[src/aes_pkg.sv]
// ----------------------------------------------------------------------------
// aes_pkg: shared types and constants of the escape sequence stripper
// Parser states, character codes and the decode result record.
// ----------------------------------------------------------------------------
package aes_pkg;

	localparam int UNIT_WIDTH_DEF = 16;

	// character codes, all below 0x80 so they fit any unit width of 7 bits or more
	localparam logic [7:0] CH_BEL       = 8'h07;
	localparam logic [7:0] CH_TAB       = 8'h09;
	localparam logic [7:0] CH_LF        = 8'h0A;
	localparam logic [7:0] CH_CR        = 8'h0D;
	localparam logic [7:0] CH_ESC       = 8'h1B;
	localparam logic [7:0] CH_SPACE     = 8'h20;
	localparam logic [7:0] CH_DEL       = 8'h7F;
	localparam logic [7:0] CH_AT        = 8'h40;
	localparam logic [7:0] CH_TILDE     = 8'h7E;
	localparam logic [7:0] CH_LBRACKET  = 8'h5B;
	localparam logic [7:0] CH_RBRACKET  = 8'h5D;
	localparam logic [7:0] CH_P         = 8'h50;
	localparam logic [7:0] CH_CARET     = 8'h5E;
	localparam logic [7:0] CH_UNDERLINE = 8'h5F;
	localparam logic [7:0] CH_BACKSLASH = 8'h5C;

	typedef enum logic [4:0] {
		ST_NORMAL     = 5'b00001,
		ST_ESCAPE     = 5'b00010,
		ST_CSI        = 5'b00100,
		ST_STRING     = 5'b01000,
		ST_STRING_ESC = 5'b10000
	} parse_state_t;

	// decode result for one unit
	typedef struct packed {
		parse_state_t next_state;
		logic         emit;
		logic         to_lf;
	} step_t;

endpackage

[src/aes_in_if.sv]
// ----------------------------------------------------------------------------
// aes_in_if: input channel of the escape sequence stripper
// Valid/ready channel carrying one raw text code unit.
// ----------------------------------------------------------------------------
interface aes_in_if #(
	parameter int UNIT_WIDTH = 16
);
	logic                  valid;
	logic                  ready;
	logic [UNIT_WIDTH-1:0] code_unit;

	modport source (output valid, output code_unit, input ready);
	modport sink   (input valid, input code_unit, output ready);
endinterface

[src/aes_out_if.sv]
// ----------------------------------------------------------------------------
// aes_out_if: output channel of the escape sequence stripper
// Valid/ready channel carrying one cleaned text code unit.
// ----------------------------------------------------------------------------
interface aes_out_if #(
	parameter int UNIT_WIDTH = 16
);
	logic                  valid;
	logic                  ready;
	logic [UNIT_WIDTH-1:0] clean_unit;

	modport source (output valid, output clean_unit, input ready);
	modport sink   (input valid, input clean_unit, output ready);
endinterface

[src/aes_decode.sv]
// ----------------------------------------------------------------------------
// aes_decode: parser step of the escape sequence stripper
// Given the current state and one unit, gives next state and whether to emit.
// ----------------------------------------------------------------------------
module aes_decode #(
	parameter int UNIT_WIDTH = aes_pkg::UNIT_WIDTH_DEF
) (
	input  aes_pkg::parse_state_t  state,
	input  logic [UNIT_WIDTH-1:0]  unit,
	output aes_pkg::step_t         step
);
	import aes_pkg::*;

	function automatic logic is_ch(input logic [UNIT_WIDTH-1:0] u, input logic [7:0] c);
		return u == UNIT_WIDTH'(c);
	endfunction

	logic is_ctrl;
	logic is_csi_end;
	logic is_str_open;

	assign is_ctrl     = (unit < UNIT_WIDTH'(CH_SPACE)) || is_ch(unit, CH_DEL);
	assign is_csi_end  = (unit >= UNIT_WIDTH'(CH_AT)) && (unit <= UNIT_WIDTH'(CH_TILDE));
	assign is_str_open = is_ch(unit, CH_RBRACKET) || is_ch(unit, CH_P) ||
	                     is_ch(unit, CH_CARET) || is_ch(unit, CH_UNDERLINE);

	always_comb begin
		step.next_state = ST_NORMAL;
		step.emit       = 1'b0;
		step.to_lf      = 1'b0;
		unique case (state)
			ST_ESCAPE: begin
				if (is_ch(unit, CH_LBRACKET)) begin
					step.next_state = ST_CSI;
				end else if (is_str_open) begin
					step.next_state = ST_STRING;
				end
			end
			ST_CSI: begin
				step.next_state = is_csi_end ? ST_NORMAL : ST_CSI;
			end
			ST_STRING: begin
				if (is_ch(unit, CH_BEL)) begin
					step.next_state = ST_NORMAL;
				end else if (is_ch(unit, CH_ESC)) begin
					step.next_state = ST_STRING_ESC;
				end else begin
					step.next_state = ST_STRING;
				end
			end
			ST_STRING_ESC: begin
				if (is_ch(unit, CH_BACKSLASH) || is_ch(unit, CH_BEL)) begin
					step.next_state = ST_NORMAL;
				end else if (is_ch(unit, CH_ESC)) begin
					step.next_state = ST_STRING_ESC;
				end else begin
					step.next_state = ST_STRING;
				end
			end
			default: begin
				// plain text, and any stray code
				if (is_ch(unit, CH_ESC)) begin
					step.next_state = ST_ESCAPE;
				end else if (is_ch(unit, CH_CR)) begin
					step.emit  = 1'b1;
					step.to_lf = 1'b1;
				end else begin
					step.emit = is_ch(unit, CH_LF) || is_ch(unit, CH_TAB) || !is_ctrl;
				end
			end
		endcase
	end
endmodule

[src/aes_out_stage.sv]
// ----------------------------------------------------------------------------
// aes_out_stage: result register of the escape sequence stripper
// Holds one cleaned unit until the sink takes it; loads when it advances.
// ----------------------------------------------------------------------------
module aes_out_stage #(
	parameter int UNIT_WIDTH = aes_pkg::UNIT_WIDTH_DEF
) (
	input  logic                  clk,
	input  logic                  arst_n,
	input  logic                  load,
	input  aes_pkg::step_t        step,
	input  logic [UNIT_WIDTH-1:0] unit,
	output logic                  advance,
	aes_out_if.source             tx
);
	import aes_pkg::*;

	logic                  valid_s2;
	logic [UNIT_WIDTH-1:0] unit_s2;

	assign advance = !valid_s2 || tx.ready;

	always_ff @(posedge clk or negedge arst_n) begin
		if (!arst_n) begin
			valid_s2 <= 1'b0;
		end else if (advance) begin
			valid_s2 <= load && step.emit;
		end
	end

	always_ff @(posedge clk) begin
		if (advance && load) begin
			unit_s2 <= step.to_lf ? UNIT_WIDTH'(CH_LF) : unit;
		end
	end

	assign tx.valid      = valid_s2;
	assign tx.clean_unit = unit_s2;
endmodule

[src/ansi_escape_stripper.sv]
// ----------------------------------------------------------------------------
// ansi_escape_stripper: removes ANSI/VT escape sequences from a text stream
// Registered input, one-unit parser step, registered output.
// ----------------------------------------------------------------------------
// Takes one code unit per cycle while the output is not stalled; each unit passes the input
// register and gives at most one cleaned unit in the result register. CSI, two-unit escapes and
// string sequences (OSC, DCS, PM, APC) are removed, control units other than LF and TAB are
// dropped and CR comes out as LF. Throughput is one unit per clock while the output is not stalled,
// set by the parser state update between the input register and the result register; a stalled output holds both.
module ansi_escape_stripper #(
	parameter int UNIT_WIDTH = aes_pkg::UNIT_WIDTH_DEF
) (
	input  logic      clk,
	input  logic      arst_n,
	aes_in_if.sink    rx,
	aes_out_if.source tx
);
	import aes_pkg::*;

	logic                  valid_s1;
	logic [UNIT_WIDTH-1:0] unit_s1;
	parse_state_t          state_q;
	step_t                 step;
	logic                  advance;
	logic                  consume;

	assign consume  = valid_s1 && advance;
	assign rx.ready = !valid_s1 || advance;

	always_ff @(posedge clk or negedge arst_n) begin
		if (!arst_n) begin
			valid_s1 <= 1'b0;
		end else if (rx.ready) begin
			valid_s1 <= rx.valid;
		end
	end

	always_ff @(posedge clk) begin
		if (rx.ready && rx.valid) begin
			unit_s1 <= rx.code_unit;
		end
	end

	always_ff @(posedge clk or negedge arst_n) begin
		if (!arst_n) begin
			state_q <= ST_NORMAL;
		end else if (consume) begin
			state_q <= step.next_state;
		end
	end

	aes_decode #(
		.UNIT_WIDTH(UNIT_WIDTH)
	) u_decode (
		.state(state_q),
		.unit (unit_s1),
		.step (step)
	);

	aes_out_stage #(
		.UNIT_WIDTH(UNIT_WIDTH)
	) u_out (
		.clk    (clk),
		.arst_n (arst_n),
		.load   (consume),
		.step   (step),
		.unit   (unit_s1),
		.advance(advance),
		.tx     (tx)
	);

	a_state_onehot: assert property (@(posedge clk) disable iff (!arst_n)
		$onehot(state_q))
		else $error("parser state lost its one-hot code");

	a_new_result_from_s1: assert property (@(posedge clk) disable iff (!arst_n)
		$rose(tx.valid) |-> $past(valid_s1))
		else $error("result appeared without a request in the input register");

	a_drop_in_sequence: assert property (@(posedge clk) disable iff (!arst_n)
		(consume && state_q != ST_NORMAL) |=> !tx.valid)
		else $error("unit inside an escape sequence was emitted");

	a_no_cr_out: assert property (@(posedge clk) disable iff (!arst_n)
		tx.valid |-> (tx.clean_unit != UNIT_WIDTH'(CH_CR) &&
		              tx.clean_unit != UNIT_WIDTH'(CH_ESC)))
		else $error("CR or ESC reached the output");
endmodule

[src/flat_wrapper.sv]
// flat-port wrapper written by rule: the top's interface ports become plain ports
module ansi_escape_stripper_flat import aes_pkg::*;
#(
	parameter int UNIT_WIDTH = aes_pkg::UNIT_WIDTH_DEF
)
  (clk, arst_n, rx_valid, rx_code_unit, rx_ready, tx_valid, tx_clean_unit, tx_ready);
  aes_in_if #(.UNIT_WIDTH(UNIT_WIDTH)) rx_i ();
  aes_out_if #(.UNIT_WIDTH(UNIT_WIDTH)) tx_i ();
  input  logic clk;
  input  logic arst_n;
  input wire logic [$bits(rx_i.valid)-1:0] rx_valid;
  input wire logic [$bits(rx_i.code_unit)-1:0] rx_code_unit;
  output wire logic [$bits(rx_i.ready)-1:0] rx_ready;
  output wire logic [$bits(tx_i.valid)-1:0] tx_valid;
  output wire logic [$bits(tx_i.clean_unit)-1:0] tx_clean_unit;
  input wire logic [$bits(tx_i.ready)-1:0] tx_ready;
  assign rx_i.valid = rx_valid;
  assign rx_i.code_unit = rx_code_unit;
  assign rx_ready = rx_i.ready;
  assign tx_valid = tx_i.valid;
  assign tx_clean_unit = tx_i.clean_unit;
  assign tx_i.ready = tx_ready;
  ansi_escape_stripper #(.UNIT_WIDTH(UNIT_WIDTH)) u_core (.clk(clk), .arst_n(arst_n), .rx(rx_i), .tx(tx_i));
endmodule
[config.mk]
export PLATFORM = sky130hd
export DESIGN_NAME = ansi_escape_stripper_flat
export DESIGN_NICKNAME = d
export VERILOG_FILES = /design/src/aes_pkg.sv /design/src/aes_in_if.sv /design/src/aes_out_if.sv /design/src/aes_decode.sv /design/src/aes_out_stage.sv /design/src/ansi_escape_stripper.sv /design/src/flat_wrapper.sv
export SDC_FILE = /design/constraint.sdc
export NUM_CORES = 1
export LEC_CHECK = 0
export BUFFER_PORTS_ARGS = -buffer_cell sky130_fd_sc_hd__buf_4
export CAP_MARGIN = 15
export CORE_MARGIN = 1.5
export CORE_UTILIZATION = 45
export DETAILED_ROUTE_END_ITERATION = 7
export GPL_TIMING_DRIVEN = 0
export HOLD_SLACK_MARGIN = 0.03
export PLACE_DENSITY = 0.65
export REMOVE_ABC_BUFFERS = 1
export SLEW_MARGIN = 20
export SYNTH_ARGS = -nofsm -noshare
export SYNTH_HDL_FRONTEND = slang
export SYNTH_SLANG_ARGS = --single-unit
[constraint.sdc]
create_clock -name clk -period 2.2 [get_ports clk]
set_input_delay 0.11 -clock clk [delete_from_list [all_inputs] [get_ports clk]]
set_output_delay 0.11 -clock clk [all_outputs]
set_load 0.02 [all_outputs]
Yosys cells after proc, flatten, opt, wreduce, memory -nomap -nowiden:

Cells that the tools add are included.

* bits in registers: 39
* bits in latches: 0
* bits in writable memories: 0
* ROM bits: 0
* input bits: 20
* output and inout port bits: 18
* logic and storage cells: 54
* memories kept: 0

* add/subtract/negate cells: 0
* multipliers: 0
* divide/modulo/power cells: 0
* $lt $le $gt $ge: 3
* eq/ne operators: 16
* shift-type cells: 0
* muxes and demuxes: 12
* bitwise gates (word level): 0
* reductions and logical operators: 18

Operator list (number)
* == test 16 x 7 -> 1 bit (second input constant): 7
* == test 16 x 4 -> 1 bit (second input constant): 3
* case mux 5 bit (4 select lines): 1
* == test 16 x 3 -> 1 bit (second input constant): 1
* == test 16 x 5 -> 1 bit (second input constant): 1
* greater-or-equal comparator 16 x 7 -> 1 bit (second input constant): 1
* less-or-equal comparator 16 x 7 -> 1 bit (second input constant): 1
* < comparator 16 x 6 -> 1 bit (second input constant): 1
* 2-to-1 mux 5 bit: 3
* logical OR 1 bit: 9
* 2-to-1 mux 4 bit: 2
* 2-to-1 mux 2 bit: 3
* == test 5 x 2 -> 1 bit (second input constant): 1
* == test 5 x 3 -> 1 bit (second input constant): 1
* == test 5 x 4 -> 1 bit (second input constant): 1
* == test 5 bit (second input constant): 1
* logical AND 1 bit: 5
* OR reduction 4 bit: 1
* zero test 1 bit: 3
* 2-to-1 mux 3 bit: 1
* 2-to-1 mux 1 bit: 2

Longest topological paths before layout:

Gate-level depths: netlist of the first run.

* word-level depth: 8
* depth in mapped cells: 6
* gate-level depth less buffers: 5

Modules after synthesis:

Synthesis of the first run repeated with hierarchy kept, for this count alone.

* cells, all modules: 135
* area, all modules: 1761.7 sq um

Modules (own cells, without submodules)
* ansi_escape_stripper: times used 1, cells an instance 32, area an instance 735.7 sq um, seq. area each 631.9 sq um
* aes_out_stage: times used 1, cells an instance 38, area an instance 643.1 sq um, seq. area each 505.5 sq um
* aes_decode: times used 1, cells an instance 65, area an instance 382.9 sq um, seq. area each 0.0 sq um

Least setup slack after synthesis of the first run:

Ideal clock, no wire load.

* kind: register to register
* from: register u_core.unit_s1[8]
* to: register u_core.state_q[3]
* library setup time: 0.126 ns
* arrival: 1.665 ns
* required time: 2.074 ns
* setup slack: 0.409 ns
* cell stages (with the launch flop): 6
* path buffers: 0
* clock period less this slack: 1.791 ns
* cell sequence: edfxtp_1 -> or4_4 -> nor3_4 -> and4_1 -> inv_1 -> a221o_1

* cells in the longest elaborated chain, start to end: 7
* elaborated cells between the ends (all ways): 18
* those cells by class: 8 x eq/ne; 6 x mux; 4 x reduce/logical

RTL lines
* start: declaration: line ansi_escape_stripper.sv:21 `logic [UNIT_WIDTH-1:0] unit_s1;`
* start signal: assignment: line ansi_escape_stripper.sv:40 `unit_s1 <= rx.code_unit;`
* == test 16 x 7 -> 1 bit: line aes_decode.sv:15 `return u == UNIT_WIDTH'(c);`
* logical OR 1 bit (2 in series): line aes_decode.sv:24 `assign is_str_open = is_ch(unit, CH_RBRACKET) || is_ch(unit, CH_P) ||`
* logical OR 1 bit: line aes_decode.sv:25 `is_ch(unit, CH_CARET) || is_ch(unit, CH_UNDERLINE);`
* 2-to-1 mux 4 bit: line aes_decode.sv:35 `end else if (is_str_open) begin`
* 2-to-1 mux 4 bit: line aes_decode.sv:33 `if (is_ch(unit, CH_LBRACKET)) begin`
* case mux 5 bit (4 select lines) *: line aes_decode.sv:31 `unique case (state)`
* end signal: assignment: line ansi_escape_stripper.sv:48 `state_q <= step.next_state;`
* end: declaration: line ansi_escape_stripper.sv:22 `parse_state_t state_q;`

Mark *: on every way between the ends. The rest lies on a longest branch, timed or not.
A chain may end at the register's enable or synchronous reset.

Worst setup path in the final report of the first run:

Same ends and word-level chain as after synthesis.

==> flow_summary_export.csv, run 1 <==
group,metric,value,unit
flow_run,drv_cap,0,
worst_setup_path,path_buf_inv,1,
worst_setup_path,path_class,"reg -> reg",
yosys,ys_seq_area_share,67.28,%
worst_setup_path,critPathMaxStageDelay,0.58,ns
global_route,busiest_layer,"met2",
yosys,synth_edf_count,32,
global_route,grt_pass1_wl,5.037,mm
final_layout,stdcell_count,222,
yosys,yosys_warnings,0,
timing,final_hold_viol_count,0,
worst_setup_path,cp-startpoint,"u_core.unit_s1[8]",
yosys,yosysTopAreaCell,"edfxtp_1",
floorplanning,core_area,3633,um^2
floorplanning,die-area,4133,um^2
final_layout,antenna_cells,0,
pwr,power_density,700.0,nW/um^2
timing,holdWs,0.09358,ns
final_layout,nNetsFinal,193,
timing,period_needed,1.927,ns
cts,cts_made_buffers,5,
placement,port_buffers,37,
global_route,overflow,0,
detailed_routing,drt_wl_total,3.038,mm
final_layout,syn2layout_area_growth,31.38,%
worst_setup_path,r2r_cells,5,
floorplanning,fp.dieH,64.29,um
yosys,syn_area,1690,um^2
global_route,grt_usage,16.26,%
global_route,grt_pass1_vias,1073,
yosys,syn_inst,128,
worst_setup_path,cp_slowest_cell,"or4_4",
pwr,ir_worst_vdd,0.4026,mV
timing,tightest_slew,0.6854,ns
worst_setup_path,arrival,2.10,ns
yosys,synthDominantCellAreaShare,56.85,%
placement,placed_cells,196,
timing,fin_setup_tns,0,ns
worst_setup_path,crit_path_cell_trace,"or4_4 > nor3_4 > and4_1 > inv_1 > a221o_1",
cts,clockBufferDepth,2,
worst_hold_path,holdPathStages,3,
timing,clock_skew,0.002769,ns
yosys,yosys-top-cells-area,"edfxtp_1 (57%), dfrtp_1 (8.9%), clkbuf_1 (3.1%)",
worst_setup_path,worstSetupStartpointType,"flip-flop",
global_route,grt_use_met3,4.930,%
placement,dp_hpwl,2.007,mm
worst_hold_path,min_from,"tx_ready",
worst_setup_path,cp.required,2.37,ns
timing,report.final.slew_viol_count,0,
global_route,grt_max_degree,21,
global_route,antenna_found_initial,0,
worst_setup_path,cp_max_fo,3,
worst_setup_path,cp-end-kind,"flip-flop",
timing,fin_crit_sh,87.61,%
cts,cts_sinks,39,
detailed_routing,ant_nets,0,
cts,htreeDepth,2,
yosys,ys_types,40,
timing,setup_viol,0,
cts,cts_root_buf,"clkbuf_8",
detailed_routing,drc,0,
cts,cts_resized,0,
yosys,ys.flop_type,"edfxtp_1",
detailed_routing,drt-initial-drc-count,39,
yosys,ys_async_sr_fraction,17.95,%
yosys,synth.avg_cell_area,13.21,um^2
pwr,cellLeakagePower,0.8463,nW
timing,rsz0062_at_grt,"no",
detailed_routing,drt_pass1_iterations,4,
final_layout,drive_gt1_share,28.74,%
worst_setup_path,r2r-start,"u_core.unit_s1[8]",
yosys,ys_ff_latch,39,
placement,gp_congestion,0.8744,
worst_setup_path,crit_family,"simple AND/OR/NAND/NOR gates",
floorplanning,initial_utilization,46.52,%
run_status,status,"completed",
worst_setup_path,path_depth,5,
timing,fmax,0.5188,GHz
worst_hold_path,hold_path.class,"in -> reg",
floorplanning,ios,38,
global_route,grtUsageMet1,20.73,%
floorplanning,die_x,64.29,um
detailed_routing,viasPerCell,5.122,
global_route,grt_use_met2,26.04,%
floorplanning,rows,22,
cts,cts.clk_slew.worst_paths,0.07,ns
cts,cts_tree,"yes",
pwr,p_total,1.555,mW
detailed_routing,vias,1137,
cts,clkLatencyLatePin,0.29,ns
timing,max_slew_margin,54.30,%
detailed_routing,wl_per_cell,13.68,um
final_layout,utilization,61.12,%
## registers in the layout, summed over array words and instances (netlist names)
register                    cells
u_core.unit_s1                 16
u_core.valid_s1                 1
u_core.u_out.tx.clean_unit     16
u_core.u_out.tx.valid           1
u_core.state_q                  5
## cell usage after synthesis (2+ instances only)
master and count:
a211oi_1 3, o211ai_1 2, or4_4 2, nand4_1 4, nor2_1 10, o21ai_0 3, nor4bb_1 2, inv_1 3
dfrtp_1 6, a21o_1 2, nand3_1 5, o2111ai_1 2, nor2b_1 2, edfxtp_1 32, buf_2 2, clkbuf_1 14
and2_1 3, nor4_1 3, nand3b_1 3, nand2_1 3, nand2b_1 3
## kinds of logic after synthesis
| family | Yosys count | synth area share [%] |
|---|---|---|
| adders and majority gates | 1 | 0.5922 |
| AOI/OAI and AO/OA | 17 | 7.476 |
| buffers and inverters | 20 | 4.959 |
| DFF | 39 | 67.28 |
| and+or+nand+nor | 49 | 18.65 |
| xor gates and xnor gates | 2 | 1.036 |
## tightest hold or removal path, stage by stage
cell and delay (ns):
buf_4 0.08, nand2b_1 0.11, nand2_1 0.05
## worst paths after layout
path,endpoint,slack (ns)
worst max-delay path,u_core.state_q[3],0.27
worst max register to register,u_core.state_q[3],0.27
min in group asynchronous,u_core.state_q[1],0.17
worst min-delay path,u_core.u_out.tx.valid,0.09
max in group asynchronous,u_core.state_q[0],1.83
worst min register to register,u_core.u_out.tx.clean_unit[13],0.46
## metal layers
layer	routed length (um)	part of all wire (%)	up-vias
met5	0	0	-
met2	1522	50	29
li1	-	-	564
met4	47	1.5	0
met3	140	4.6	6
met1	1328	44	538
## placed cells by master, fill, tap and decap left out, types with 3 or more instances in the layout
cell and count:
dfrtp_1 6, dlygate4sd3_1 18, nand2b_1 3, nor4_1 3, buf_4 37, clkbuf_8 5, nand3b_1 3, edfxtp_1 32
nand3_1 5, a211oi_1 3, inv_1 3, nor2_1 10, nand2_1 3, nand4_1 4, o21ai_0 3, and2_1 3
## layout make-up
type / count / area, um^2
clock buffer: 6 / 72.57
clock inverter: 2 / 12.51
fill: 299 / 1413
inverter: 3 / 11.26
multi-input combinational: 69 / 469.2
sequential: 39 / 1137
tap: 48 / 60.06
timing repair buffer: 55 / 457.9
## per-stage QoR
step                      area, um^2  setup WS (ns)
after detailed placement        1956         0.2748
after global placement          1956         0.2949
after floorplan                 1618         0.4078
after global routing            2221         0.1950
after CTS                       2221         0.2620
final                           2221         0.2725
## power by group
group          switching, mW  internal, mW
logic                 0.0973        0.0973
clock network          0.238         0.221
registers             0.0365         0.864
## repair_timing
item,in CTS,in global routing
hold buffers,18,0
endpoints found under the hold margin,24,0
setup buffers,0,0
(Power assumes the default switching activity.)
==> run 2, diff against run 1 <==
--- a/config.mk
+++ b/config.mk
@@ -5,10 +5,12 @@
 export SDC_FILE = /design/constraint.sdc
 export NUM_CORES = 1
 export LEC_CHECK = 0
+export ABC_AREA = 1
 export BUFFER_PORTS_ARGS = -buffer_cell sky130_fd_sc_hd__buf_4
 export CAP_MARGIN = 15
 export CORE_MARGIN = 1.5
 export CORE_UTILIZATION = 45
+export CTS_BUF_LIST = sky130_fd_sc_hd__clkbuf_8 sky130_fd_sc_hd__clkbuf_16
 export DETAILED_ROUTE_END_ITERATION = 7
 export GPL_TIMING_DRIVEN = 0
 export HOLD_SLACK_MARGIN = 0.03
==> run 2 against run 1 <==
Worst hold slack got worse by 0.049 ns. Non-clock buffer count fell by 1. Core utilization rose by 1.9 points. Clock-buffer cell count fell by 1. Clock power rose by 30%.
==> flow_summary_export.csv, run 2 <==
group,metric,value,unit
run_status,status,"completed",
worst_setup_path,path_class,"reg -> reg",
final_layout,layout_commonest_cell,"buf_4",
cts,cts_root_buf,"clkbuf_8",
pwr,p_clk_share,28.0,%
timing,tightest_slew,0.7573,ns
worst_setup_path,worstSetupStartpointType,"flip-flop",
floorplanning,ios,38,
yosys,ys.flop_type,"edfxtp_1",
global_route,grt_usage,17.30,%
global_route,grt_max_degree,23,
cts,htreeDepth,2,
final_layout,syn2layout_area_growth,31.74,%
yosys,ys_seq_area_share,63.97,%
yosys,ys_ff_latch,39,
pwr,ir_worst_vdd,0.5790,mV
yosys,syn_area,1778,um^2
detailed_routing,wl_per_cell,12.00,um
yosys,yosys_warnings,0,
pwr,p_total,2.144,mW
detailed_routing,viasPerCell,4.836,
cts,clkLatencyLatePin,0.29,ns
yosys,synth_compound_area_share,2.815,%
worst_setup_path,cp-end-kind,"flip-flop",
global_route,overflow,0,
worst_setup_path,cp.required,2.40,ns
yosys,synth_top_family_by_area,"simple AND/OR/NAND/NOR gates",
flow_run,drv_cap,0,
floorplanning,initial_utilization,47.85,%
timing,holdWs,0.04439,ns
floorplanning,die_x,65.86,um
yosys,yosys-top-cells-area,"edfxtp_1 (54%), dfrtp_1 (8.4%), nand2_1 (7.6%)",
floorplanning,rows,22,
pwr,p_sw_share,29.66,%
detailed_routing,ant_nets,0,
floorplanning,fp.dieH,65.86,um
cts,cts_sinks,39,
pwr,p_comb_share,23.5,%
yosys,synthDominantCellAreaShare,54.05,%
global_route,antenna_found_initial,0,
worst_setup_path,cp_slowest_cell,"inv_1",
worst_setup_path,crit_path_cell_trace,"nand2_1 > nand2_1 > inv_1 > o211ai_1 > o21ai_0",
yosys,ys_types,24,
timing,fin_setup_tns,0,ns
yosys,synth-adder-area-share,0,%
yosys,syn_inst,178,
global_route,grt_pass1_wl,5.506,mm
timing,fin_crit_sh,74.30,%
global_route,grt_pass1_vias,1319,
yosys,post-synth-top-count-cell,"nand2_1",
detailed_routing,drc,0,
detailed_routing,drt_pass1_iterations,4,
worst_setup_path,crit_top_cell,"nand2_1",
timing,fmax,0.6117,GHz
timing,final_hold_viol_count,0,
cts,cts_setup_buffers,0,
timing,setup_viol,0,
placement,gp_congestion,0.8196,
worst_setup_path,cp_max_fo,22,
worst_setup_path,critPathMaxStageDelay,0.59,ns
placement,dp_hpwl,2.364,mm
yosys,synth_xor_area_share,0,%
final_layout,nNetsFinal,245,
yosys,synth_simple_gate_area_share,24.98,%
placement,port_buffers,37,
yosys,ys_async_sr_fraction,17.95,%
timing,rsz0062_at_grt,"no",
yosys,synth_top_cells_by_count,"nand2_1 (36), edfxtp_1 (32), nor2_1 (27)",
cts,cts.clk_slew.worst_paths,0.07,ns
yosys,synth.avg_cell_area,9.989,um^2
yosys,yosysTopAreaCell,"edfxtp_1",
cts,cts_made_buffers,5,
worst_setup_path,arrival,1.83,ns
yosys,yosys-mux-area-fraction,0,%
final_layout,drive_gt1_share,27.43,%
detailed_routing,drt_wl_total,3.288,mm
pwr,cellLeakagePower,1.012,nW
pwr,internal-power,1.508,mW
timing,max_slew_margin,49.46,%
floorplanning,die-area,4337,um^2
final_layout,antenna_cells,0,
worst_hold_path,hold_path.class,"in -> reg",
detailed_routing,drt-initial-drc-count,62,
final_layout,layout_common_cells,"buf_4 (37), nand2_1 (36), edfxtp_1 (32), nor2_1 (27), inv_1 (18)",
detailed_routing,vias,1325,
timing,period_needed,1.635,ns
timing,clock_skew,0.004834,ns
pwr,p_switching,0.6360,mW
timing,report.final.slew_viol_count,0,
floorplanning,core_area,3716,um^2
yosys,synth_edf_count,32,
cts,cts_tree,"yes",
pwr,seqPwrFrac,48.5,%
pwr,power_density,915.5,nW/um^2
cts,clockBufferDepth,2,
[run 2: cell type report]
| cell class | instances | area [um^2] |
|---|---|---|
| repair buffers | 54 | 447.9 |
| inverters | 23 | 86.33 |
| well taps | 48 | 60.06 |
| clock buffers | 5 | 68.82 |
| fillers | 298 | 1374 |
| clock inverters | 3 | 47.55 |
| flip-flops and latches | 39 | 1137 |
| multi-input cells | 102 | 494.2 |
[run 2: path summary, 6_finish.rpt]
path	start	endpoint	slack [ns]	depth (start not counted)
worst max-delay path	u_core.u_out.tx.valid	u_core.state_q[4]	0.57	5
worst min-delay path	rx_valid	u_core.valid_s1	0.04	3
worst max register to register	u_core.u_out.tx.valid	u_core.state_q[4]	0.57	5
worst min register to register	u_core.unit_s1[12]	u_core.u_out.tx.clean_unit[12]	0.46	0
max in group asynchronous	arst_n	u_core.state_q[0]	1.85	2
min in group asynchronous	arst_n	u_core.state_q[3]	0.15	2
[run 2: power groups by stage]
stage | clock (mW) | combinational [mW] | sequential (mW)
3_3_place_gp | 0 | 0.474 | 1.05
4_1_cts | 0.609 | 0.513 | 1.04
3_5_place_dp | 0 | 0.487 | 1.06
5_1_grt | 0.650 | 0.554 | 1.06
6_report | 0.600 | 0.504 | 1.04
2_1_floorplan | 0 | 0.205 | 1.13
[run 2: layer usage]
metal  part of all wire (%)  GRT usage [%]  vias up
li1                       -              -      664
met3                    5.3          4.940        6
met4                    2.3          8.854        0
met1                     43          19.41      622
met5                      0              0        -
met2                     49          29.80       33
[run 2: metrics by stage]
step | instance area (um^2) | instances | utilization, % | worst slack [ns]
final | 2342 | 274 | 63.03 | 0.5653
after global routing | 2342 | 274 | 63.03 | 0.2933
after CTS | 2342 | 274 | 63.03 | 0.5053
after detailed placement | 2056 | 249 | 55.32 | 0.5267
after global placement | 2056 | 249 | 55.32 | 0.5896
after floorplan | 1718 | 164 | - | 0.6720
[run 2: kinds of logic (layout without fill, tap and decap cells)]
kind of cell           count (synthesis)  after routing
AND/OR/NAND/NOR                       94             94
buffers and inverters                 37             85
flip-flops                            39             39
AO/OA/AOI/OAI                          8              8
[run 2: repair_timing]
action                    in CTS  in global routing
gates resized for setup        0                  0
hold buffers                  17                  0
hold endpoints to repair      23                  0
[run 2: critical path: cells and delay by family, from the launching register on]
kind / cells / cell delay [ns]
flip-flops: 1 / 0.40
buffers and inverters: 1 / 0.59
AO/OA/AOI/OAI: 2 / 0.32
AND/OR/NAND/NOR: 2 / 0.24
